File: config.mk
export PLATFORM = sky130hd
export DESIGN_NAME = multichannel_pulse_train_scheduler
export DESIGN_NICKNAME = d
export VERILOG_FILES = /design/src/hw/rtl/mpts_pkg.sv /design/src/hw/rtl/mpts_chan_ram.sv /design/src/hw/rtl/mpts_engine.sv /design/src/hw/rtl/multichannel_pulse_train_scheduler.sv
export SDC_FILE = /design/constraint.sdc
export NUM_CORES = 2
export LEC_CHECK = 0
export BUFFER_PORTS_ARGS = -buffer_cell sky130_fd_sc_hd__buf_2
export CORE_AREA = 4 4 445 447
export DETAILED_ROUTE_END_ITERATION = 8
export DIE_AREA = 0 0 449 451
export PLACE_DENSITY = 0.61
export SLEW_MARGIN = 30
export SYNTH_ARGS = -nofsm -noshare
export SYNTH_HDL_FRONTEND = slang
export SYNTH_HIERARCHICAL = 1
export SYNTH_SLANG_ARGS = --single-unit
File: constraint.sdc
create_clock -name aclk -period 15.8 [get_ports aclk]
set_clock_uncertainty 0.2 [all_clocks]
set_input_delay 2.37 -clock aclk [delete_from_list [all_inputs] [get_ports aclk]]
set_output_delay 2.37 -clock aclk [all_outputs]
set_load 0.03 [all_outputs]
File: src/hw/rtl/mpts_pkg.sv
package mpts_pkg;

    localparam int CHANNELS = 16;
    localparam int IDX_W    = (CHANNELS > 1) ? $clog2(CHANNELS) : 1;
    localparam int CNT_W    = $clog2(CHANNELS + 1);

    localparam int S_TDATA_W = 112;
    localparam int M_TDATA_W = 16;

    typedef enum logic [1:0] {
        KIND_TICK  = 2'd0,
        KIND_START = 2'd1,
        KIND_MASK  = 2'd2,
        KIND_STOP  = 2'd3
    } kind_t;

    typedef struct packed {
        kind_t       kind;
        logic [3:0]  channel;
        logic [15:0] pulse_count;
        logic [7:0]  amplitude;
        logic [31:0] on_time_ms;
        logic [31:0] off_time_ms;
        logic [15:0] enable_mask;
    } cmd_t;

    // one channel's train entry as held in the state memory
    typedef struct packed {
        logic [7:0]  level;
        logic [15:0] pulses_left;
        logic [31:0] on_period;
        logic [31:0] off_period;
        logic        phase_on;
        logic [31:0] next_event;
    } chan_entry_t;

    typedef struct packed {
        logic             rd_en;
        logic [IDX_W-1:0] rd_addr;
        logic             wr_en;
        logic [IDX_W-1:0] wr_addr;
        chan_entry_t      wr_data;
    } ram_req_t;

endpackage

File: src/hw/rtl/mpts_chan_ram.sv
module mpts_chan_ram (
    input  logic                   aclk,
    input  mpts_pkg::ram_req_t     req,
    output mpts_pkg::chan_entry_t  rd_data
);

    mpts_pkg::chan_entry_t mem [mpts_pkg::CHANNELS];

    always_ff @(posedge aclk) begin
        if (req.wr_en) begin
            mem[req.wr_addr] <= req.wr_data;
        end
        if (req.rd_en) begin
            rd_data <= mem[req.rd_addr];
        end
    end

endmodule

File: src/hw/rtl/mpts_engine.sv
module mpts_engine (
    input  logic                   aclk,
    input  logic                   aresetn,
    input  logic                   s_tvalid,
    output logic                   s_tready,
    input  mpts_pkg::cmd_t         cmd,
    output mpts_pkg::ram_req_t     ram_req,
    input  mpts_pkg::chan_entry_t  ram_rd_data,
    output logic                   m_tvalid,
    input  logic                   m_tready,
    output logic [3:0]             out_channel,
    output logic [7:0]             duty,
    output logic                   last_write
);

    typedef enum logic [3:0] {
        ST_IDLE  = 4'b0001,
        ST_SCAN  = 4'b0010,
        ST_FILL  = 4'b0100,
        ST_FLUSH = 4'b1000
    } state_t;

    localparam int IDX_W = mpts_pkg::IDX_W;
    localparam int CNT_W = mpts_pkg::CNT_W;

    state_t                         state_reg, state_next;
    logic [31:0]                    clock_reg, clock_next;
    logic [mpts_pkg::CHANNELS-1:0]  active_reg, active_next;
    logic [CNT_W-1:0]               rd_idx_reg, rd_idx_next;
    logic                           ev_valid_reg, ev_valid_next;
    logic [IDX_W-1:0]               ev_idx_reg, ev_idx_next;
    logic [IDX_W-1:0]               fill_idx_reg, fill_idx_next;
    logic [7:0]                     op_amp_reg, op_amp_next;
    logic [15:0]                    op_mask_reg, op_mask_next;
    logic                           op_is_mask_reg, op_is_mask_next;
    logic                           pend_valid_reg, pend_valid_next;
    logic [IDX_W-1:0]               pend_ch_reg, pend_ch_next;
    logic [7:0]                     pend_duty_reg, pend_duty_next;
    logic                           out_valid_reg, out_valid_next;
    logic [3:0]                     out_ch_reg, out_ch_next;
    logic [7:0]                     out_duty_reg, out_duty_next;
    logic                           out_last_reg, out_last_next;

    logic                   accept;
    logic                   start_ok;
    logic                   out_free;
    logic [31:0]            due_diff;
    logic                   ev_hit;
    logic                   stall;
    logic                   fill_go;
    logic                   rd_go;
    logic [31:0]            mask_shift;
    logic                   new_valid;
    logic [IDX_W-1:0]       new_ch;
    logic [7:0]             new_duty;
    logic [15:0]            pulses_dec;
    mpts_pkg::chan_entry_t  ev_entry;

    assign s_tready    = (state_reg == ST_IDLE);
    assign accept      = s_tvalid && s_tready;
    assign start_ok    = (cmd.kind == mpts_pkg::KIND_START) && (cmd.pulse_count != 16'd0)
                         && (32'(cmd.channel) < mpts_pkg::CHANNELS);
    assign out_free    = !out_valid_reg || m_tready;

    // wrapped compare: due when clock minus event time is not negative
    assign due_diff    = clock_reg - ram_rd_data.next_event;
    assign ev_hit      = (state_reg == ST_SCAN) && ev_valid_reg && active_reg[ev_idx_reg]
                         && !due_diff[31];
    assign stall       = ev_hit && pend_valid_reg && !out_free;
    assign fill_go     = (state_reg == ST_FILL) && !(pend_valid_reg && !out_free);
    assign rd_go       = (state_reg == ST_SCAN) && (32'(rd_idx_reg) < mpts_pkg::CHANNELS)
                         && !stall;
    assign mask_shift  = 32'(op_mask_reg) >> fill_idx_reg;
    assign pulses_dec  = ram_rd_data.pulses_left - 16'd1;

    always_comb begin
        ev_entry = ram_rd_data;
        if (ram_rd_data.phase_on) begin
            ev_entry.phase_on    = 1'b0;
            ev_entry.next_event  = clock_reg + ram_rd_data.off_period;
            ev_entry.pulses_left = pulses_dec;
        end else begin
            ev_entry.phase_on   = 1'b1;
            ev_entry.next_event = clock_reg + ram_rd_data.on_period;
        end
    end

    // one result source per cycle at most
    always_comb begin
        new_valid = 1'b0;
        new_ch    = '0;
        new_duty  = '0;
        priority if (accept && start_ok) begin
            new_valid = 1'b1;
            new_ch    = IDX_W'(cmd.channel);
            new_duty  = cmd.amplitude;
        end else if (ev_hit && !stall) begin
            new_valid = 1'b1;
            new_ch    = ev_idx_reg;
            new_duty  = ram_rd_data.phase_on ? 8'd0 : ram_rd_data.level;
        end else if (fill_go) begin
            new_valid = 1'b1;
            new_ch    = fill_idx_reg;
            new_duty  = (op_is_mask_reg && mask_shift[0]) ? op_amp_reg : 8'd0;
        end
    end

    always_comb begin
        ram_req         = '0;
        ram_req.rd_en   = rd_go;
        ram_req.rd_addr = IDX_W'(rd_idx_reg);
        if (accept && start_ok) begin
            ram_req.wr_en               = 1'b1;
            ram_req.wr_addr             = IDX_W'(cmd.channel);
            ram_req.wr_data.level       = cmd.amplitude;
            ram_req.wr_data.pulses_left = cmd.pulse_count;
            ram_req.wr_data.on_period   = cmd.on_time_ms;
            ram_req.wr_data.off_period  = cmd.off_time_ms;
            ram_req.wr_data.phase_on    = 1'b1;
            ram_req.wr_data.next_event  = clock_reg + cmd.on_time_ms;
        end else if (ev_hit && !stall) begin
            ram_req.wr_en   = 1'b1;
            ram_req.wr_addr = ev_idx_reg;
            ram_req.wr_data = ev_entry;
        end
    end

    always_comb begin
        state_next      = state_reg;
        clock_next      = clock_reg;
        active_next     = active_reg;
        rd_idx_next     = rd_idx_reg;
        ev_valid_next   = ev_valid_reg;
        ev_idx_next     = ev_idx_reg;
        fill_idx_next   = fill_idx_reg;
        op_amp_next     = op_amp_reg;
        op_mask_next    = op_mask_reg;
        op_is_mask_next = op_is_mask_reg;

        unique case (state_reg)
            ST_IDLE: begin
                if (accept) begin
                    unique case (cmd.kind)
                        mpts_pkg::KIND_TICK: begin
                            clock_next    = clock_reg + 32'd1;
                            rd_idx_next   = '0;
                            ev_valid_next = 1'b0;
                            state_next    = ST_SCAN;
                        end
                        mpts_pkg::KIND_START: begin
                            if (start_ok) begin
                                active_next[IDX_W'(cmd.channel)] = 1'b1;
                                state_next = ST_FLUSH;
                            end
                        end
                        mpts_pkg::KIND_MASK, mpts_pkg::KIND_STOP: begin
                            active_next     = '0;
                            fill_idx_next   = '0;
                            op_amp_next     = cmd.amplitude;
                            op_mask_next    = cmd.enable_mask;
                            op_is_mask_next = (cmd.kind == mpts_pkg::KIND_MASK);
                            state_next      = ST_FILL;
                        end
                        default: state_next = ST_IDLE;
                    endcase
                end
            end
            ST_SCAN: begin
                // reads run one entry ahead of the write-back; addresses never coincide
                if (!stall) begin
                    ev_valid_next = rd_go;
                    ev_idx_next   = IDX_W'(rd_idx_reg);
                    if (rd_go) begin
                        rd_idx_next = rd_idx_reg + CNT_W'(1);
                    end
                end
                if (ev_hit && !stall && ram_rd_data.phase_on && pulses_dec == 16'd0) begin
                    active_next[ev_idx_reg] = 1'b0;
                end
                if (!ev_valid_reg && !rd_go && !stall) begin
                    state_next = ST_FLUSH;
                end
            end
            ST_FILL: begin
                if (fill_go) begin
                    if (fill_idx_reg == IDX_W'(mpts_pkg::CHANNELS - 1)) begin
                        state_next = ST_FLUSH;
                    end else begin
                        fill_idx_next = fill_idx_reg + IDX_W'(1);
                    end
                end
            end
            ST_FLUSH: begin
                if (!pend_valid_reg || out_free) begin
                    state_next = ST_IDLE;
                end
            end
            default: state_next = ST_IDLE;
        endcase
    end

    // the newest write waits in a holding slot until the next one shows it was not the last
    always_comb begin
        pend_valid_next = pend_valid_reg;
        pend_ch_next    = pend_ch_reg;
        pend_duty_next  = pend_duty_reg;
        out_valid_next  = out_valid_reg && !m_tready;
        out_ch_next     = out_ch_reg;
        out_duty_next   = out_duty_reg;
        out_last_next   = out_last_reg;
        if (new_valid) begin
            pend_valid_next = 1'b1;
            pend_ch_next    = new_ch;
            pend_duty_next  = new_duty;
            if (pend_valid_reg) begin
                out_valid_next = 1'b1;
                out_ch_next    = 4'(pend_ch_reg);
                out_duty_next  = pend_duty_reg;
                out_last_next  = 1'b0;
            end
        end else if (state_reg == ST_FLUSH && pend_valid_reg && out_free) begin
            pend_valid_next = 1'b0;
            out_valid_next  = 1'b1;
            out_ch_next     = 4'(pend_ch_reg);
            out_duty_next   = pend_duty_reg;
            out_last_next   = 1'b1;
        end
    end

    always_ff @(posedge aclk) begin
        if (!aresetn) begin
            state_reg      <= ST_IDLE;
            clock_reg      <= '0;
            active_reg     <= '0;
            rd_idx_reg     <= '0;
            ev_valid_reg   <= 1'b0;
            fill_idx_reg   <= '0;
            pend_valid_reg <= 1'b0;
            out_valid_reg  <= 1'b0;
        end else begin
            state_reg      <= state_next;
            clock_reg      <= clock_next;
            active_reg     <= active_next;
            rd_idx_reg     <= rd_idx_next;
            ev_valid_reg   <= ev_valid_next;
            fill_idx_reg   <= fill_idx_next;
            pend_valid_reg <= pend_valid_next;
            out_valid_reg  <= out_valid_next;
        end
    end

    always_ff @(posedge aclk) begin
        ev_idx_reg     <= ev_idx_next;
        op_amp_reg     <= op_amp_next;
        op_mask_reg    <= op_mask_next;
        op_is_mask_reg <= op_is_mask_next;
        pend_ch_reg    <= pend_ch_next;
        pend_duty_reg  <= pend_duty_next;
        out_ch_reg     <= out_ch_next;
        out_duty_reg   <= out_duty_next;
        out_last_reg   <= out_last_next;
    end

    assign m_tvalid    = out_valid_reg;
    assign out_channel = out_ch_reg;
    assign duty        = out_duty_reg;
    assign last_write  = out_last_reg;

endmodule

File: src/hw/rtl/multichannel_pulse_train_scheduler.sv
// Sixteen-channel pulse-train duty scheduler.
// Slave channel: one command beat, s_tuser holds the kind (tick, start train,
// set by mask, stop all), s_tdata holds the command fields. Master channel:
// one beat per duty write, channel and duty in m_tdata, m_tlast on the final
// write caused by a command. Writes come out in ascending channel order.
// Throughput: one command at a time. A tick scans every channel entry in the
// state memory, one read per cycle unless the output stalls, through its single
// read port, with the reads running one entry ahead of the write-back.
// Set-by-mask and stop-all emit CHANNELS writes. A rejected start gives no
// write and leaves the input open; a tick write waits in the holding slot
// until the next write or the end of the scan.
// When the receiver stalls, one finished write waits in the output register
// and one more in a holding slot; the scan then pauses on the current entry
// and resumes when m_tready returns.
// Reset clears the millisecond clock, all train-active bits and the output
// valid; entry memory contents are only used for active channels.
module multichannel_pulse_train_scheduler (
    input  logic                            aclk,
    input  logic                            aresetn,
    input  logic                            s_tvalid,
    output logic                            s_tready,
    // channel, pulse_count, amplitude, on_time_ms, off_time_ms, enable_mask, zero pad
    input  logic [mpts_pkg::S_TDATA_W-1:0]  s_tdata,
    // kind
    input  logic [1:0]                      s_tuser,
    output logic                            m_tvalid,
    input  logic                            m_tready,
    // out_channel, duty, zero pad
    output logic [mpts_pkg::M_TDATA_W-1:0]  m_tdata,
    output logic                            m_tlast
);

    mpts_pkg::cmd_t         cmd;
    mpts_pkg::ram_req_t     ram_req;
    mpts_pkg::chan_entry_t  ram_rd_data;
    logic [3:0]             out_channel;
    logic [7:0]             duty;

    always_comb begin
        cmd.kind        = mpts_pkg::kind_t'(s_tuser);
        cmd.channel     = s_tdata[3:0];
        cmd.pulse_count = s_tdata[19:4];
        cmd.amplitude   = s_tdata[27:20];
        cmd.on_time_ms  = s_tdata[59:28];
        cmd.off_time_ms = s_tdata[91:60];
        cmd.enable_mask = s_tdata[107:92];
    end

    mpts_chan_ram u_ram (
        .aclk    (aclk),
        .req     (ram_req),
        .rd_data (ram_rd_data)
    );

    mpts_engine u_engine (
        .aclk        (aclk),
        .aresetn     (aresetn),
        .s_tvalid    (s_tvalid),
        .s_tready    (s_tready),
        .cmd         (cmd),
        .ram_req     (ram_req),
        .ram_rd_data (ram_rd_data),
        .m_tvalid    (m_tvalid),
        .m_tready    (m_tready),
        .out_channel (out_channel),
        .duty        (duty),
        .last_write  (m_tlast)
    );

    assign m_tdata = {4'd0, duty, out_channel};

endmodule

==> impl_metrics.tcl <==
set metrics [dict create \
    grt_pass1_wl_um 323000 \
    synth_area_um2 87000 \
    via_count 44961 \
    ys_types 78 \
    antenna_found_initial 18 \
    synth_commonest_cells "edfxtp_1, mux4_2, nand2_1" \
    drtAntennaViolNets 0 \
    fin_nets 4844 \
    worst_pin_slew_ps 1020 \
    synth_edf_count 2111 \
    r2r_cells 16 \
    cts_resized 0 \
    max-cap-violations 0 \
    grt_usage 0.218 \
    place.port_buffers 128 \
    async_reset_ff_frac 0 \
    cts_hold_buffers 0 \
    slew_violations 0 \
    rows 162 \
    grt_pass1_vias 45192 \
    yosys_warnings 6 \
    min_period_ps 7800 \
    arrival_ps 8060 \
    largest_reg_flops 1936 \
    overflow 0 \
    clk_path_buf_depth 3 \
    cts_setup_buffers 0 \
    critical_path_required_ps 16060 \
    status "finished, final reports clean" \
    finish.instance_area_um2 97800 \
    avgSynthCellArea_um2 19.8 \
    routedWlPerCell_um 30.3 \
    drt_first_pass_iters 5 \
    cts_tree "done" \
    drc 0 \
    synth.most_common_cell "edfxtp_1" \
    finalCritPeriodShare 0.493 \
    ys.flop_type "edfxtp_1" \
    seq_area_frac_synth 0.743 \
    yosysTopAreaCell "edfxtp_1" \
    final_core_util 0.504 \
    design.core.area_um2 194000 \
    end_kind "flip-flop" \
    crit_type "reg -> reg" \
    synth_seq_cells 2175 \
    cts_buffers 215 \
    seqCellArea_um2 64700 \
    dpl-instance-area_um2 90900 \
    chipHeight_um 451 \
    ir_drop_mv 0.123 \
    die_area_um2 202000 \
    hold_violations 0 \
    min_from "u_engine/pend_ch_reg[0]" \
    multi_input_area_um2 21300 \
    htree_levels 4 \
    clkTransAtPathRegs_ps 60 \
    start_util 0.448 \
    fp.dieW_um 449 \
    start_kind "flip-flop" \
    power.total_mw 11.5 \
    cp_max_fo 42 \
    power.leakage_nw 29.0 \
    totalWireLength_um 223000 \
    nFillCells 15570 \
    synth_cells 4403 \
    root_buffer "clkbuf_16" \
    viasPerCell 6.11 \
    hold_path_depth 0 \
    drive_above_1_share 0.231 \
    max_slew_margin 0.321 \
    yosysTopAreaCellShare 0.728 \
    syn_to_final_growth_pct 12.4 \
    rsz0062_at_grt "no" \
    setup_viol 0 \
    place_congestion 0.848 \
    synth.area.top_cells "edfxtp_1, mux4_2, a22oi_1" \
    power.density_nw_per_um2 118 \
    cts.sinks 2175 \
    fmax_mhz 128 \
    rr_startpoint "u_engine/clock_reg[12]" \
    clkLatencyLatePin_ps 860 \
    grt_max_degree 132 \
    boundaryPins 137 \
    initialDrtViolationCount 5171 \
    hpwl_um 116000 \
    hold_class "reg -> reg" \
    startpoint "u_engine/clock_reg[12]" \
    setup-tns-final_ps 0 \
]
## kinds of logic (layout without fill, tap and decap cells)
group,Yosys count,in the layout,share of synthesized area
flip-flops,2175,2175,0.743
AO/OA/AOI/OAI,664,664,0.0540
multiplexers,536,536,0.133
AND/OR/NAND/NOR,527,527,0.0293
buffers and inverters,302,706,0.0162
adder cells (fa/ha/maj),99,99,0.0144
XOR/XNOR,99,99,0.00996
other,1,6,0.0000431
## placed cells by master (no fill, tap or decap), types with 11 or more instances in the layout
| cell | netlist | final |
|---|---|---|
| inv_1 | 67 | 65 |
| buf_2 | 24 | 128 |
| a22oi_1 | 244 | 244 |
| mux4_2 | 494 | 494 |
| buf_4 | 49 | 90 |
| edfxtp_1 | 2111 | 2111 |
| mux2_2 | 31 | 31 |
| nand2b_1 | 23 | 23 |
| xnor2_1 | 63 | 63 |
| nor2_4 | 0 | 14 |
| o22ai_2 | 0 | 22 |
| nand4_1 | 18 | 18 |
| a21oi_1 | 91 | 91 |
| nor3_1 | 18 | 14 |
| nor2_1 | 56 | 42 |
| buf_12 | 0 | 12 |
| and3_1 | 24 | 22 |
| xor2_1 | 36 | 36 |
| mux2i_1 | 11 | 11 |
| nand2_1 | 246 | 246 |
| clkinv_2 | 0 | 34 |
| o21ai_0 | 75 | 75 |
| clkbuf_1 | 116 | 62 |
| dfxtp_1 | 64 | 62 |
| clkinv_1 | 0 | 52 |
| and2_1 | 31 | 30 |
| a211oi_1 | 13 | 13 |
| o21bai_1 | 13 | 13 |
| a21o_1 | 40 | 40 |
| clkbuf_16 | 0 | 216 |
| nand3_1 | 42 | 41 |
| a22o_1 | 73 | 73 |
| ha_1 | 97 | 97 |
## path summary, 6_finish.rpt
path,slack [ps],end
setup reg to reg,8000,u_ram/mem[15][56]
hold / removal,160,u_engine/out_channel[0]
hold reg to reg,160,u_engine/out_channel[0]
setup / recovery,8000,u_ram/mem[15][56]
## area by class of cell
| class | instances | share of cell area |
|---|---|---|
| sequential | 2175 | 0.661 |
| multi-input combinational | 1929 | 0.218 |
| clock buffer | 281 | 0.0581 |
| tap | 2542 | 0.0325 |
| timing repair buffer | 239 | 0.0171 |
| clock inverter | 119 | 0.0105 |
| inverter | 67 | 0.00265 |
| antenna | 2 | 0.0000512 |
## where the power goes
group	leakage (nW)	total (mW)	internal (mW)	switching (mW)
clock network	3.24	4.87	2.70	2.16
registers	17.9	6.34	6.33	0.0136
logic	7.82	0.281	0.0999	0.182
total	29.0	11.5	9.13	2.36
## metrics by stage
step | std cells | setup slack [ps] | hold WS (ps)
3_3_place_gp | 6948 | 7760 | 203
3_5_place_dp | 6950 | 7690 | 212
6_report | 7354 | 8000 | 161
2_1_floorplan | 4406 | 2650 | 200
5_1_grt | 7353 | 7770 | 157
4_1_cts | 7350 | 8070 | 164
## layer usage
layer  GRT usage  part of all wire  vias to the layer above
li1            -                 -                    18757
met1       0.315              0.43                    24229
met2       0.354              0.48                     1690
met3      0.0349             0.068                      285
met4      0.0476             0.019                        0
met5           0                 0                        -
## critical path, stage by stage, from the launching register on
cell,delay [ps]
dfxtp_1,470
ha_1,320
a21o_1,170
a211oi_1,290
o211ai_1,230
a2111o_1,460
a31o_1,260
a2111oi_0,520
buf_4,240
or2_1,190
nand3_4,460
o21ai_0,620
nand3_1,400
nor2_4,760
buf_4,660
buf_12,260
buf_4,800
(Power assumes the default switching activity.)
